$ cat config.mk
export PLATFORM = sky130hd
export DESIGN_NAME = glob_wildcard_matcher_core
export DESIGN_NICKNAME = d
export VERILOG_FILES = /design/src/rtl/gwm_pkg.sv /design/src/rtl/gwm_front.sv /design/src/rtl/gwm_queue.sv /design/src/rtl/gwm_engine.sv /design/src/rtl/glob_wildcard_matcher_core.sv
export SDC_FILE = /design/constraint.sdc
export NUM_CORES = 1
export LEC_CHECK = 0
export BUFFER_PORTS_ARGS = -buffer_cell sky130_fd_sc_hd__buf_4
export CAP_MARGIN = 20
export CORE_UTILIZATION = 45
export CTS_CLUSTER_SIZE = 10
export DETAILED_ROUTE_END_ITERATION = 12
export PLACE_DENSITY = 0.57
export SKIP_CTS_REPAIR_TIMING = 1
export SYNTH_ARGS = -nofsm -noshare
export SYNTH_HDL_FRONTEND = slang
export SYNTH_SLANG_ARGS = --single-unit
$ cat constraint.sdc
create_clock -name clk -period 10.05 [get_ports clk]
set_input_delay 2.01 -clock clk [delete_from_list [all_inputs] [get_ports clk]]
set_output_delay 2.01 -clock clk [all_outputs]
set_load 0.01 [all_outputs]
$ cat src/rtl/gwm_pkg.sv
`timescale 1ns / 1ps
// ----------------------------------------------------------------------------
// Glob wildcard matcher package
// Shared types and constants for the glob matcher: item formats, the opcode
// values, the internal command format and the default sizes.
// ----------------------------------------------------------------------------
package gwm_pkg;

  localparam int PATTERN_MAX_DEF = 32;
  localparam int QUEUE_DEPTH_DEF = 2;

  localparam logic [7:0] STAR_BYTE  = 8'd42;
  localparam logic [7:0] QUERY_BYTE = 8'd63;

  localparam logic [1:0] OP_CLEAR   = 2'd0;
  localparam logic [1:0] OP_APPEND  = 2'd1;
  localparam logic [1:0] OP_SUBJECT = 2'd2;
  localparam logic [1:0] OP_REPORT  = 2'd3;

  typedef struct packed {
    logic [1:0] opcode;
    logic [7:0] char_byte;
  } in_item_t;

  typedef struct packed {
    logic matched;
    logic overflow;
  } out_item_t;

  typedef enum logic [1:0] {
    CMD_CLEAR,
    CMD_APPEND,
    CMD_SUBJECT,
    CMD_REPORT
  } cmd_kind_t;

  typedef struct packed {
    cmd_kind_t  kind;
    logic [7:0] char_byte;
    logic       is_star;
    logic       is_query;
  } cmd_t;

endpackage

$ cat src/rtl/gwm_front.sv
`timescale 1ns / 1ps
// ----------------------------------------------------------------------------
// Glob matcher front end
// Takes input transfers into a register stage, decodes the opcode and marks
// wildcard bytes before the command is handed to the queue.
// ----------------------------------------------------------------------------
module gwm_front (
  input  logic             clk,
  input  logic             rst_n,
  input  logic             in_valid,
  output logic             in_ready,
  input  gwm_pkg::in_item_t in_item,
  output logic             cmd_valid,
  input  logic             cmd_ready,
  output gwm_pkg::cmd_t    cmd
);
  import gwm_pkg::*;

  logic      front_v_r;
  logic      front_v_nxt;
  cmd_t      front_cmd_r;
  cmd_t      front_cmd_nxt;
  cmd_kind_t kind_dec;

  always_comb begin
    unique case (in_item.opcode)
      OP_CLEAR:   kind_dec = CMD_CLEAR;
      OP_APPEND:  kind_dec = CMD_APPEND;
      OP_SUBJECT: kind_dec = CMD_SUBJECT;
      default:    kind_dec = CMD_REPORT;
    endcase
  end

  assign in_ready  = !front_v_r || cmd_ready;
  assign cmd_valid = front_v_r;
  assign cmd       = front_cmd_r;

  always_comb begin
    front_v_nxt   = front_v_r;
    front_cmd_nxt = front_cmd_r;
    if (in_valid && in_ready) begin
      front_v_nxt             = 1'b1;
      front_cmd_nxt.kind      = kind_dec;
      front_cmd_nxt.char_byte = in_item.char_byte;
      front_cmd_nxt.is_star   = (in_item.char_byte == STAR_BYTE);
      front_cmd_nxt.is_query  = (in_item.char_byte == QUERY_BYTE);
    end else if (cmd_ready) begin
      front_v_nxt = 1'b0;
    end
  end

  always_ff @(posedge clk) begin
    if (!rst_n) begin
      front_v_r <= 1'b0;
    end else begin
      front_v_r <= front_v_nxt;
    end
    front_cmd_r <= front_cmd_nxt;
  end

endmodule

$ cat src/rtl/gwm_queue.sv
`timescale 1ns / 1ps
// ----------------------------------------------------------------------------
// Glob matcher command queue
// A short first-in first-out buffer that decouples the front end from the
// matching engine.
// ----------------------------------------------------------------------------
module gwm_queue #(
  parameter int DEPTH = gwm_pkg::QUEUE_DEPTH_DEF
) (
  input  logic          clk,
  input  logic          rst_n,
  input  logic          push_valid,
  output logic          push_ready,
  input  gwm_pkg::cmd_t push_cmd,
  output logic          pop_valid,
  input  logic          pop_ready,
  output gwm_pkg::cmd_t pop_cmd
);
  import gwm_pkg::*;

  localparam int PW = (DEPTH > 1) ? $clog2(DEPTH) : 1;
  localparam int CW = $clog2(DEPTH + 1);
  localparam logic [PW-1:0] LAST_PTR = PW'(DEPTH - 1);
  localparam logic [CW-1:0] FULL_CNT = CW'(DEPTH);

  cmd_t          mem_r [DEPTH];
  logic [PW-1:0] wr_ptr_r;
  logic [PW-1:0] wr_ptr_nxt;
  logic [PW-1:0] rd_ptr_r;
  logic [PW-1:0] rd_ptr_nxt;
  logic [CW-1:0] count_r;
  logic [CW-1:0] count_nxt;
  logic          do_push;
  logic          do_pop;

  assign push_ready = (count_r != FULL_CNT);
  assign pop_valid  = (count_r != '0);
  assign pop_cmd    = mem_r[rd_ptr_r];
  assign do_push    = push_valid && push_ready;
  assign do_pop     = pop_valid && pop_ready;

  always_comb begin
    wr_ptr_nxt = wr_ptr_r;
    rd_ptr_nxt = rd_ptr_r;
    count_nxt  = count_r;
    if (do_push) begin
      wr_ptr_nxt = (wr_ptr_r == LAST_PTR) ? '0 : wr_ptr_r + 1'b1;
    end
    if (do_pop) begin
      rd_ptr_nxt = (rd_ptr_r == LAST_PTR) ? '0 : rd_ptr_r + 1'b1;
    end
    if (do_push && !do_pop) begin
      count_nxt = count_r + 1'b1;
    end else if (do_pop && !do_push) begin
      count_nxt = count_r - 1'b1;
    end
  end

  always_ff @(posedge clk) begin
    if (!rst_n) begin
      wr_ptr_r <= '0;
      rd_ptr_r <= '0;
      count_r  <= '0;
    end else begin
      wr_ptr_r <= wr_ptr_nxt;
      rd_ptr_r <= rd_ptr_nxt;
      count_r  <= count_nxt;
    end
    if (do_push) begin
      mem_r[wr_ptr_r] <= push_cmd;
    end
  end

endmodule

$ cat src/rtl/gwm_engine.sv
`timescale 1ns / 1ps
// ----------------------------------------------------------------------------
// Glob matcher engine
// Holds the pattern and the set of active pattern positions, advances the
// whole set in parallel for each subject byte and registers the report.
// ----------------------------------------------------------------------------
module gwm_engine #(
  parameter int PATTERN_MAX = gwm_pkg::PATTERN_MAX_DEF
) (
  input  logic               clk,
  input  logic               rst_n,
  input  logic               cmd_valid,
  output logic               cmd_ready,
  input  gwm_pkg::cmd_t      cmd,
  output logic               out_valid,
  input  logic               out_ready,
  output gwm_pkg::out_item_t out_item
);
  import gwm_pkg::*;

  localparam int AW = PATTERN_MAX + 1;

  // Star closure as a carry chain: stars propagate, active stars generate.
  function automatic logic [AW-1:0] close_stars(input logic [AW-1:0] act,
                                                input logic [PATTERN_MAX-1:0] stars);
    logic [AW-1:0] s;
    logic [AW-1:0] g;
    logic [AW:0]   sum;
    logic [AW:0]   carry;
    s     = {1'b0, stars};
    g     = act & s;
    sum   = {1'b0, g} + {1'b0, s};
    carry = sum ^ {1'b0, g} ^ {1'b0, s};
    return act | carry[AW-1:0];
  endfunction

  logic [7:0]             store_r [PATTERN_MAX];
  logic [PATTERN_MAX-1:0] star_r;
  logic [PATTERN_MAX-1:0] star_nxt;
  logic [PATTERN_MAX-1:0] query_r;
  logic [PATTERN_MAX-1:0] query_nxt;
  logic [PATTERN_MAX-1:0] used_r;
  logic [PATTERN_MAX-1:0] used_nxt;
  logic [AW-1:0]          end_r;
  logic [AW-1:0]          end_nxt;
  logic [AW-1:0]          act_r;
  logic [AW-1:0]          act_nxt;
  logic                   ovf_r;
  logic                   ovf_nxt;
  logic                   out_v_r;
  logic                   out_v_nxt;
  out_item_t              out_item_r;
  out_item_t              out_item_nxt;
  logic                   do_cmd;
  logic                   full;
  logic [PATTERN_MAX-1:0] stay;
  logic [PATTERN_MAX-1:0] hit;
  logic [AW-1:0]          first_pos;

  assign full      = end_r[PATTERN_MAX];
  assign first_pos = AW'(1);
  assign cmd_ready = (cmd.kind != CMD_REPORT) || !out_v_r || out_ready;
  assign do_cmd    = cmd_valid && cmd_ready;
  assign out_valid = out_v_r;
  assign out_item  = out_item_r;

  always_comb begin
    for (int p = 0; p < PATTERN_MAX; p++) begin
      stay[p] = act_r[p] && used_r[p] && star_r[p];
      hit[p]  = act_r[p] && used_r[p] && !star_r[p] &&
                (query_r[p] || (store_r[p] == cmd.char_byte));
    end
  end

  always_comb begin
    star_nxt     = star_r;
    query_nxt    = query_r;
    used_nxt     = used_r;
    end_nxt      = end_r;
    act_nxt      = act_r;
    ovf_nxt      = ovf_r;
    out_v_nxt    = out_v_r && !out_ready;
    out_item_nxt = out_item_r;
    if (do_cmd) begin
      unique case (cmd.kind)
        CMD_CLEAR: begin
          used_nxt = '0;
          end_nxt  = first_pos;
          ovf_nxt  = 1'b0;
          act_nxt  = first_pos;
        end
        CMD_APPEND: begin
          if (!full) begin
            for (int p = 0; p < PATTERN_MAX; p++) begin
              if (end_r[p]) begin
                star_nxt[p]  = cmd.is_star;
                query_nxt[p] = cmd.is_query;
              end
            end
            used_nxt = used_r | end_r[PATTERN_MAX-1:0];
            end_nxt  = {end_r[PATTERN_MAX-1:0], 1'b0};
          end else begin
            ovf_nxt = 1'b1;
          end
          act_nxt = close_stars(first_pos, star_nxt & used_nxt);
        end
        CMD_SUBJECT: begin
          act_nxt = close_stars({1'b0, stay} | {hit, 1'b0}, star_r & used_r);
        end
        CMD_REPORT: begin
          out_v_nxt             = 1'b1;
          out_item_nxt.matched  = !ovf_r && |(act_r & end_r);
          out_item_nxt.overflow = ovf_r;
          act_nxt               = close_stars(first_pos, star_r & used_r);
        end
        default: begin
          act_nxt = act_r;
        end
      endcase
    end
  end

  always_ff @(posedge clk) begin
    if (!rst_n) begin
      used_r  <= '0;
      end_r   <= first_pos;
      act_r   <= first_pos;
      ovf_r   <= 1'b0;
      out_v_r <= 1'b0;
    end else begin
      used_r  <= used_nxt;
      end_r   <= end_nxt;
      act_r   <= act_nxt;
      ovf_r   <= ovf_nxt;
      out_v_r <= out_v_nxt;
    end
    star_r     <= star_nxt;
    query_r    <= query_nxt;
    out_item_r <= out_item_nxt;
    for (int p = 0; p < PATTERN_MAX; p++) begin
      if (do_cmd && (cmd.kind == CMD_APPEND) && end_r[p]) begin
        store_r[p] <= cmd.char_byte;
      end
    end
  end

endmodule

$ cat src/rtl/glob_wildcard_matcher_core.sv
`timescale 1ns / 1ps
// ----------------------------------------------------------------------------
// Glob wildcard matcher
// Matches a streamed subject against a loaded glob pattern with star and
// question-mark wildcards, giving one result for each end-of-subject command.
// ----------------------------------------------------------------------------
// Channel   Direction  Payload                          Handshake
// in_       input      in_item_t  (opcode, char_byte)   in_valid / in_ready
// out_      output     out_item_t (matched, overflow)   out_valid / out_ready
//
// One input transfer is taken every cycle while in_ready is high; the engine
// updates all pattern positions for a subject byte in parallel.
// A report passes through the front register, the queue and the engine's
// output register on its way to out_.
// Reset is synchronous and needs no clearing pass; pattern bytes are
// undefined until written.
// A stalled output holds the next report at the head of the queue; QUEUE_DEPTH - 1
// more commands can wait in the queue and one in the front register before in_ready falls.
module glob_wildcard_matcher_core #(
  parameter int PATTERN_MAX = gwm_pkg::PATTERN_MAX_DEF,
  parameter int QUEUE_DEPTH = gwm_pkg::QUEUE_DEPTH_DEF
) (
  input  logic               clk,
  input  logic               rst_n,
  input  logic               in_valid,
  output logic               in_ready,
  input  gwm_pkg::in_item_t  in_item,
  output logic               out_valid,
  input  logic               out_ready,
  output gwm_pkg::out_item_t out_item
);
  import gwm_pkg::*;

  logic fr_valid;
  logic fr_ready;
  cmd_t fr_cmd;
  logic q_valid;
  logic q_ready;
  cmd_t q_cmd;

  gwm_front u_front (
    .clk       (clk),
    .rst_n     (rst_n),
    .in_valid  (in_valid),
    .in_ready  (in_ready),
    .in_item   (in_item),
    .cmd_valid (fr_valid),
    .cmd_ready (fr_ready),
    .cmd       (fr_cmd)
  );

  gwm_queue #(
    .DEPTH (QUEUE_DEPTH)
  ) u_queue (
    .clk        (clk),
    .rst_n      (rst_n),
    .push_valid (fr_valid),
    .push_ready (fr_ready),
    .push_cmd   (fr_cmd),
    .pop_valid  (q_valid),
    .pop_ready  (q_ready),
    .pop_cmd    (q_cmd)
  );

  gwm_engine #(
    .PATTERN_MAX (PATTERN_MAX)
  ) u_engine (
    .clk       (clk),
    .rst_n     (rst_n),
    .cmd_valid (q_valid),
    .cmd_ready (q_ready),
    .cmd       (q_cmd),
    .out_valid (out_valid),
    .out_ready (out_ready),
    .out_item  (out_item)
  );

endmodule

# After elaboration in Yosys (flattened, before gate mapping)
# Memory sizes are Yosys's and may differ from the RTL's. A register that Yosys moved wholly into a read port is not among the register bits.
# Index checks and enable logic that the tools add are counted.
# W data, S select, Z words.
# word_totals
mem_count,2
ramBits,280
reg_bits,183
word_cells,521
output_inout_bits,4
# memory_table
memory,depth,width,read_ports,rd_ports_with_merged_regs,wr,line,source
u_engine.store_r,32,8,32,0,32,gwm_engine.sv:37,logic [7:0] store_r [PATTERN_MAX];
u_queue.mem_r,2,12,1,1,1,gwm_queue.sv:26,cmd_t mem_r [DEPTH];
# classes
n_addsub,7
n_mux,121
reduce_logical,285
eq_ne,43
bitwise,14
# ops
op,n
$eq A8 B8 Y1,32
$mux W32,6
$logic_and A1 B1 Y1,168
$pmux W33 S4,1
$reduce_and A4 Y1,32
$mux W1,107
$xor A33 B32 Y33,3
$add A1 B32 Y33,2
$pmux W33 S2,1
$xor A33 B1 Y33,2
$and A32 B32 Y32,2
$pmux W32 S2,1
$logic_not A1 Y1,38
$logic_or A1 B1 Y1,35
$add A33 B32 Y33,1
$and A33 B32 Y33,1
$and A33 B33 Y33,1
$mux W33,1
$or A32 B33 Y33,1
$or A33 B33 Y33,1
$reduce_or A33 Y1,1
$xor A33 B33 Y33,1
$or A32 B32 Y32,1
$eq A8 B6 Y1 const B,2
15 further kinds,29

# Depth between registers and ports, before layout
# Gate-level depths: netlist of the first run.
# An unclocked memory read counts as a cell.
# depth
ltp_word,11
mapped_depth,16

# Hierarchy
# Synthesis of the first run repeated with hierarchy kept, for this count alone.
# hier_totals
cells_unflattened,1998
hier_area_um2,22384.0
# modules_own_cells
mod,n_inst,cells_each,area_each_um2
gwm_engine,1,1912,20828.7
gwm_queue,1,61,1103.6
gwm_front,1,25,451.7

# Worst setup path before layout of the first run
# OpenSTA, ideal clock, no wires.
# synth_path
kind,input port to flip-flop
startpoint,in out_ready
endpoint,reg u_engine.act_r[25]
required_time_ns,9.992
setup_ns,0.058
path_slack_ns,6.167
arrival_ns,3.825
cell_stages,8
cell_sequence,nor2b_1 a21oi_1 clkinv_1 nor2_1 nand2_1 or4_1 a211o_1 nand2_1
# synth_between
elab_chain_len,2
# synth_lines
item,line,source
"start, declared",glob_wildcard_matcher_core.sv:29,"input logic out_ready,"
$logic_or A1 B1 Y1,gwm_engine.sv:62,assign cmd_ready = (cmd.kind != CMD_REPORT) || !out_v_r || out_ready;
$logic_and A1 B1 Y1,gwm_engine.sv:63,assign do_cmd = cmd_valid && cmd_ready;
"end signal, assigned",gwm_engine.sv:127,act_r <= first_pos;
"end signal, assigned",gwm_engine.sv:133,act_r <= act_nxt;
"end, declared",gwm_engine.sv:46,logic [AW-1:0] act_r;
# No other way between the ends.
# A chain may end at the register's enable or synchronous reset.

==> results of run 1 <==
[metal layers]
| metal | up-vias | global-route usage |
|---|---|---|
| li1 | 7399 | - |
| met4 | 2 | 0.08185 |
| met2 | 664 | 0.4193 |
| met3 | 126 | 0.05059 |
| met5 | - | 0 |
| met1 | 8086 | 0.4117 |
[power breakdown]
| part | internal [mW] | switching, mW | total, mW | leakage (nW) |
|---|---|---|---|---|
| Sequential | 2.22 | 0.0957 | 2.32 | 4.03 |
| Combinational | 0.327 | 0.716 | 1.04 | 2.85 |
| Clock | 1.02 | 0.779 | 1.80 | 0.763 |
[cells by family (layout without fill, tap and decap cells)]
| family | Yosys count | count (layout) | synth area share |
|---|---|---|---|
| fa+ha+maj | 3 | 3 | 0.001676 |
| mux | 18 | 18 | 0.01274 |
| compound gates | 429 | 429 | 0.1257 |
| buf+inv | 113 | 171 | 0.02352 |
| flops | 464 | 464 | 0.5748 |
| xor+xnor | 259 | 259 | 0.1013 |
| simple gates | 704 | 704 | 0.1602 |
[per-stage QoR]
stage / hold WS, ns / cells / util / cell area [µm²] / setup WS [ns]
after floorplan: 0.4215 / 1990 / - / 22390 / 6.167
after global placement: 0.4218 / 2625 / 0.4733 / 23220 / 5.286
final: 0.4444 / 2712 / 0.5056 / 24800 / 4.998
after detailed placement: 0.4290 / 2625 / 0.4733 / 23220 / 5.112
after global routing: 0.4570 / 2712 / 0.5056 / 24800 / 4.785
after CTS: 0.4487 / 2712 / 0.5056 / 24800 / 5.071
[worst min path at each step]
stage | to | slack (ns)
CTS | u_queue.mem_r[1][11] | 0.45
floorplan | u_queue.mem_r[0][0] | 0.42
global placement | u_queue.mem_r[0][1] | 0.42
detailed placement | u_queue.mem_r[1][10] | 0.43
finish | u_queue.mem_r[1][11] | 0.44
global route | u_queue.mem_r[1][6] | 0.46
[cells in the mapped netlist, drive strengths merged, types with 13 or more instances]
cell,count,area [µm²]
edfxtp,358,10750
xnor2,240,2102
nor2,165,619.3
nand2,154,578.1
a21oi,112,560.5
dfxtp,106,2122
o21ai,101,505.5
and2,73,456.7
nor4,62,394.1
clkbuf,49,185.2
nand3,48,240.2
nor2b,45,281.5
nor3,36,180.2
inv,35,131.4
nand2b,33,206.5
buf,28,206.5
o21a,27,202.7
nand4,25,156.4
a31oi,24,150.1
a22oi,23,172.7
xor2,19,166.4
a211oi,14,110.1
mux2i,14,240.2
and3,13,81.33
o31ai,13,97.59
[state kept, by name (all words and copies together), names as in the netlist, named ones only]
name,flops
u_engine.act_r,33
u_engine.end_r,33
u_engine.out_item,2
u_engine.out_valid,1
u_engine.ovf_r,1
u_engine.query_r,32
u_engine.star_r,32
u_engine.store_r,256
u_engine.used_r,32
u_front.cmd,12
u_front.cmd_valid,1
u_queue.count_r,2
u_queue.mem_r,24
u_queue.rd_ptr_r,1
u_queue.wr_ptr_r,1
[area by class of cell]
type | count | area, µm²
sequential | 464 | 12870
tap | 664 | 830.8
timing repair buffer | 48 | 360.3
clock inverter | 6 | 78.83
fill | 4469 | 24250
clock buffer | 81 | 1504
multi-input combinational | 1413 | 9019
inverter | 36 | 135.1
[critical path, stage by stage, from the launching register on]
cell       delay (ns)
dfxtp_1          0.31
buf_4            0.38
mux2i_4          0.29
buf_4            0.59
xnor2_1          0.19
nor4_1           0.08
a31oi_1          0.36
a2bb2oi_1        0.37
nor4b_2          0.53
a211oi_2         0.21
a221oi_1         0.95
o22ai_1          0.28
o31a_1           0.34
==> reports/results.ini, run 1 <==
[outcome]
status=completed

[setup_path]
arrival_ns=5.55
endpoint=u_engine.act_r[29]
end_kind=flop
crit_required_ns=10.54
reg2reg_setup_slack_ns=5.00
reg2reg_to=u_engine.act_r[29]
critPathKind=reg -> reg
worst-path-max-fanout=33
reg2regPathDepth=12
critPathLaunchType=flop

[flow_run]
cap_violations=0

[timing]
period_needed_ns=5.052
hold_violations=0
slew_violations=0
setup_tns_ns=0
skew_ns=0.03464
tightestPinTransition_ns=1.363
fmax_mhz=197.9
rsz0062_at_grt=no
relSlewSlack=0.08276
setup_viol=0
period_share=0.5027

[cts]
cts.clk_slew.worst_paths_ns=0.06
cts.sinks=464
cts_buffers=54
cts_tree=done
cts.path.max_buffers=3
cts_root_buffer=clkbuf_16
clk_latency_ns=0.63
htree_levels=2

[layout]
drive_gt1_frac=0.07178
n_antenna_cell=0
layout_commonest_cell=edfxtp_1
layout_common_cells=edfxtp_1, xnor2_1, nor2_1, nand2_1, a21oi_1
fin_nets=2034
area_growth_pct=10.75

[floorplan]
initial_core_util=0.4565
die_y_um=225.1
fp.coreArea_um2=49050
io_pins=18
die_x_um=225.1
die_area_um2=50660
num_rows=81

[detailed_routing]
dr.pass1.iters=6
met2WireLength_mm=30.33
post_drt_wl_per_cell_um=25.83
highest_layer=met5
dr_wl_met3_mm=5.658
dr.first_iter.drc_count=1660
viasPerCell=6.002
wl_met1_mm=32.07
drc_errors=0
via_count=16277
wl_mm=70.06
ant_nets=0

[global_route]
grt_overflow_total=0
grt_max_degree=55
track_usage=0.2797
grt_pass1_vias=15500
grt_pass1_wl_mm=104.0
grt_antenna_before_repair=4

[power_and_ir_drop]
p_total_mw=5.165
power.density_nw_per_um2=208.3
ir_drop_mv=0.1376
p_leak_nw=7.638

[min_path]
min_path_type=reg -> reg
whs_path_depth=0
holdCritStartpoint=u_front.cmd[11]

[logic_synthesis]
async_flop_share=0
yosysWarnings=0
ys_ff_latch=464
postSynthCellCount=1990
syn-mean-instance-area_um2=11.25
synth_edf_count=358
synthFlopType=edfxtp_1
synth_nets=2007
synth_area_um2=22390
synth-seq-area-share=0.5748
yosys.cell_types.count=84

[placed_design]
place_congestion=1.015
dpl.hpwl_mm=47.05
numPortBuffers=17

(Power assumes the default switching activity.)
==> run 2, diff against run 1 <==
- ABC_AREA: unset -> 1
- clock period: 10.05 -> 5.3 ns (I/O delays scaled with it)
==> reports/results.ini, run 2 <==
[outcome]
status=completed

[logic_synthesis]
synth.most_common_cell=nand2_1
async_flop_share=0
synth_area_um2=24810
synth_edf_count=358
yosysWarnings=0
synthFlopType=edfxtp_1
synth_area_leaders=edfxtp_1, nand2_1, dfxtp_1, inv_1, nor2_1
synth_nets=3223
synth_top_area_share=0.4333
postSynthCellCount=3206
syn-mean-instance-area_um2=7.738
yosys.cell_types.count=54
synth-seq-area-share=0.5189
ys_ff_latch=464
yosys-top-cells-count=nand2_1, inv_1, nor2_1, edfxtp_1, a21oi_1
yosysTopAreaCell=edfxtp_1

[flow_run]
cap_violations=0

[floorplan]
initial_core_util=0.4583
io_pins=18
num_rows=85
fp.coreArea_um2=54130
die_y_um=236.8
die_x_um=236.8
die_area_um2=56070

[detailed_routing]
post_drt_wl_per_cell_um=18.11
viasPerCell=5.094
ant_nets=0
dr.pass1.iters=5
via_count=20229
drc_errors=0
dr.first_iter.drc_count=1661
wl_mm=71.90

[layout]
finalNonFillerCells=3971
register_area_um2=12870
area_growth_pct=9.577
largest_registers=u_engine.store_r (256), u_engine.act_r (33), u_engine.end_r (33)
fin_util=0.5022
layout_common_cells=nand2_1, inv_1, nor2_1, edfxtp_1, a21oi_1
largest_reg_flops=256
drive_gt1_frac=0.06139
multiInputGateArea_um2=9319
fin_nets=3245
n_fill_cell=5285
top_register=u_engine.store_r
layout_commonest_cell=nand2_1

[setup_path]
end_kind=flop
cp_slowest_stage_delay_ns=0.65
critPathBufInv=4
crit_required_ns=5.83
critPathKind=reg -> reg
critPathLaunchType=flop
worst-path-max-fanout=39
worstPathCellList=inv_2 -> nand2_2 -> nand2_2 -> buf_4 -> nand2_1 -> nand4_1 -> nor2_1 -> nand2_1 -> nand2_1 -> nand2_1 -> nand3_1 -> inv_2 -> nand2_1 -> nor2_1 -> nand2_1 -> inv_1 -> nand3_1 -> nand3_1 -> o21bai_1 -> nand2_1 -> nand2_1 -> a21oi_1
critical-path-top-delay-family=simple AND/OR/NAND/NOR gates
path_common_cell=nand2_1
arrival_ns=4.45
crit_path_top_delay_cell=nand2_2

[power_and_ir_drop]
power.density_nw_per_um2=401.1
p_leak_nw=11.34
internal-power_mw=7.078
switching_power_mw=3.826
swShare=0.3509
clkPwrFrac=0.317
ir_drop_mv=0.2838
combPwrFrac=0.278
p_seq_frac=0.405

[global_route]
track_usage=0.2581
grt_pass1_wl_mm=110.9
grt_max_degree=54
grt_pass1_vias=19548
grt_antenna_before_repair=2
grt_overflow_total=0

[cts]
cts.path.max_buffers=3
cts.clk_slew.worst_paths_ns=0.06
cts_root_buffer=clkbuf_16
clk_latency_ns=0.61
cts.sinks=464
htree_levels=2
cts_tree=done
cts_buffers=54

[placed_design]
place_congestion=0.9525
dpl.cell_count=3868
numPortBuffers=17
dpl.hpwl_mm=50.62

[timing]
setup_viol=0
relSlewSlack=0.2362
period_share=0.7391
fmax_mhz=255.3
slew_violations=0
period_needed_ns=3.917
hold_violations=0
skew_ns=0.02289
tightestPinTransition_ns=1.142
rsz0062_at_grt=no
setup_tns_ns=0

[min_path]
min_path_type=reg -> reg

-- run 2: changes by cell type after synthesis, moves of 23 or more --
cell | previous run | this run
nand2_1 | 154 | 1107
a31oi_1 | 24 | 1
inv_1 | 34 | 549
nor2_1 | 165 | 413
nand4_1 | 25 | 53
clkbuf_1 | 48 | 21
nor2b_1 | 45 | 0
xnor2_1 | 240 | 62
nand3_1 | 48 | 124
o21ai_0 | 95 | 33
nand2b_1 | 33 | 0
and2_1 | 73 | 6
nor4_1 | 61 | 9
-- run 2: worst paths after layout --
check                 startpoint              endpoint  slack (ns)  cells after the start
setup / recovery            flop    u_engine.act_r[18]        1.38                     22
hold / removal    u_engine.ovf_r  u_engine.out_item[0]        0.44                      0
setup reg to reg            flop    u_engine.act_r[18]        1.38                     22
hold reg to reg   u_engine.ovf_r  u_engine.out_item[0]        0.44                      0
-- run 2: metrics by stage --
stage	setup slack (ns)	hold slack [ns]	power [mW]	area [µm²]
floorplan	1.091	0.4082	6.556	24810
global placement	1.504	0.4230	7.507	25590
detailed placement	1.426	0.4244	7.564	25590
CTS	1.429	0.4452	11.02	27180
global route	1.068	0.4613	11.44	27180
finish	1.383	0.4428	10.90	27180
-- run 2: layout make-up --
class | instances | share of cell area
diodes | 1 | 0.00009205
clock buffers | 96 | 0.05666
clock inverters | 6 | 0.001933
inverters | 565 | 0.07815
multi-input cells | 2096 | 0.3428
flip-flops and latches | 464 | 0.4735
well taps | 696 | 0.03203
repair buffers | 47 | 0.01482
-- run 2: power groups by stage --
stage / logic [mW] / clock network, mW / registers (mW)
detailed placement: 3.08 / 0 / 4.49
global placement: 3.02 / 0 / 4.48
global route: 3.36 / 3.65 / 4.42
CTS: 3.09 / 3.52 / 4.41
floorplan: 2.09 / 0 / 4.47
finish: 3.03 / 3.46 / 4.41
-- run 2: cells by family after synthesis --
group	count (synthesis)	share of synthesized area
AND/OR/NAND/NOR	1816	0.3018
buffers and inverters	646	0.1065
flip-flops	464	0.5189
AO/OA/AOI/OAI	206	0.04620
XOR/XNOR	71	0.02507
adder cells (fa/ha/maj)	3	0.001513
-- run 2: per-layer routing --
metal	vias up	part of all wire	global-route usage
met5	-	0	0
met2	558	0.45	0.4112
met4	0	0.029	0.08540
met3	137	0.070	0.05258
met1	9499	0.45	0.3510
li1	10035	-	-
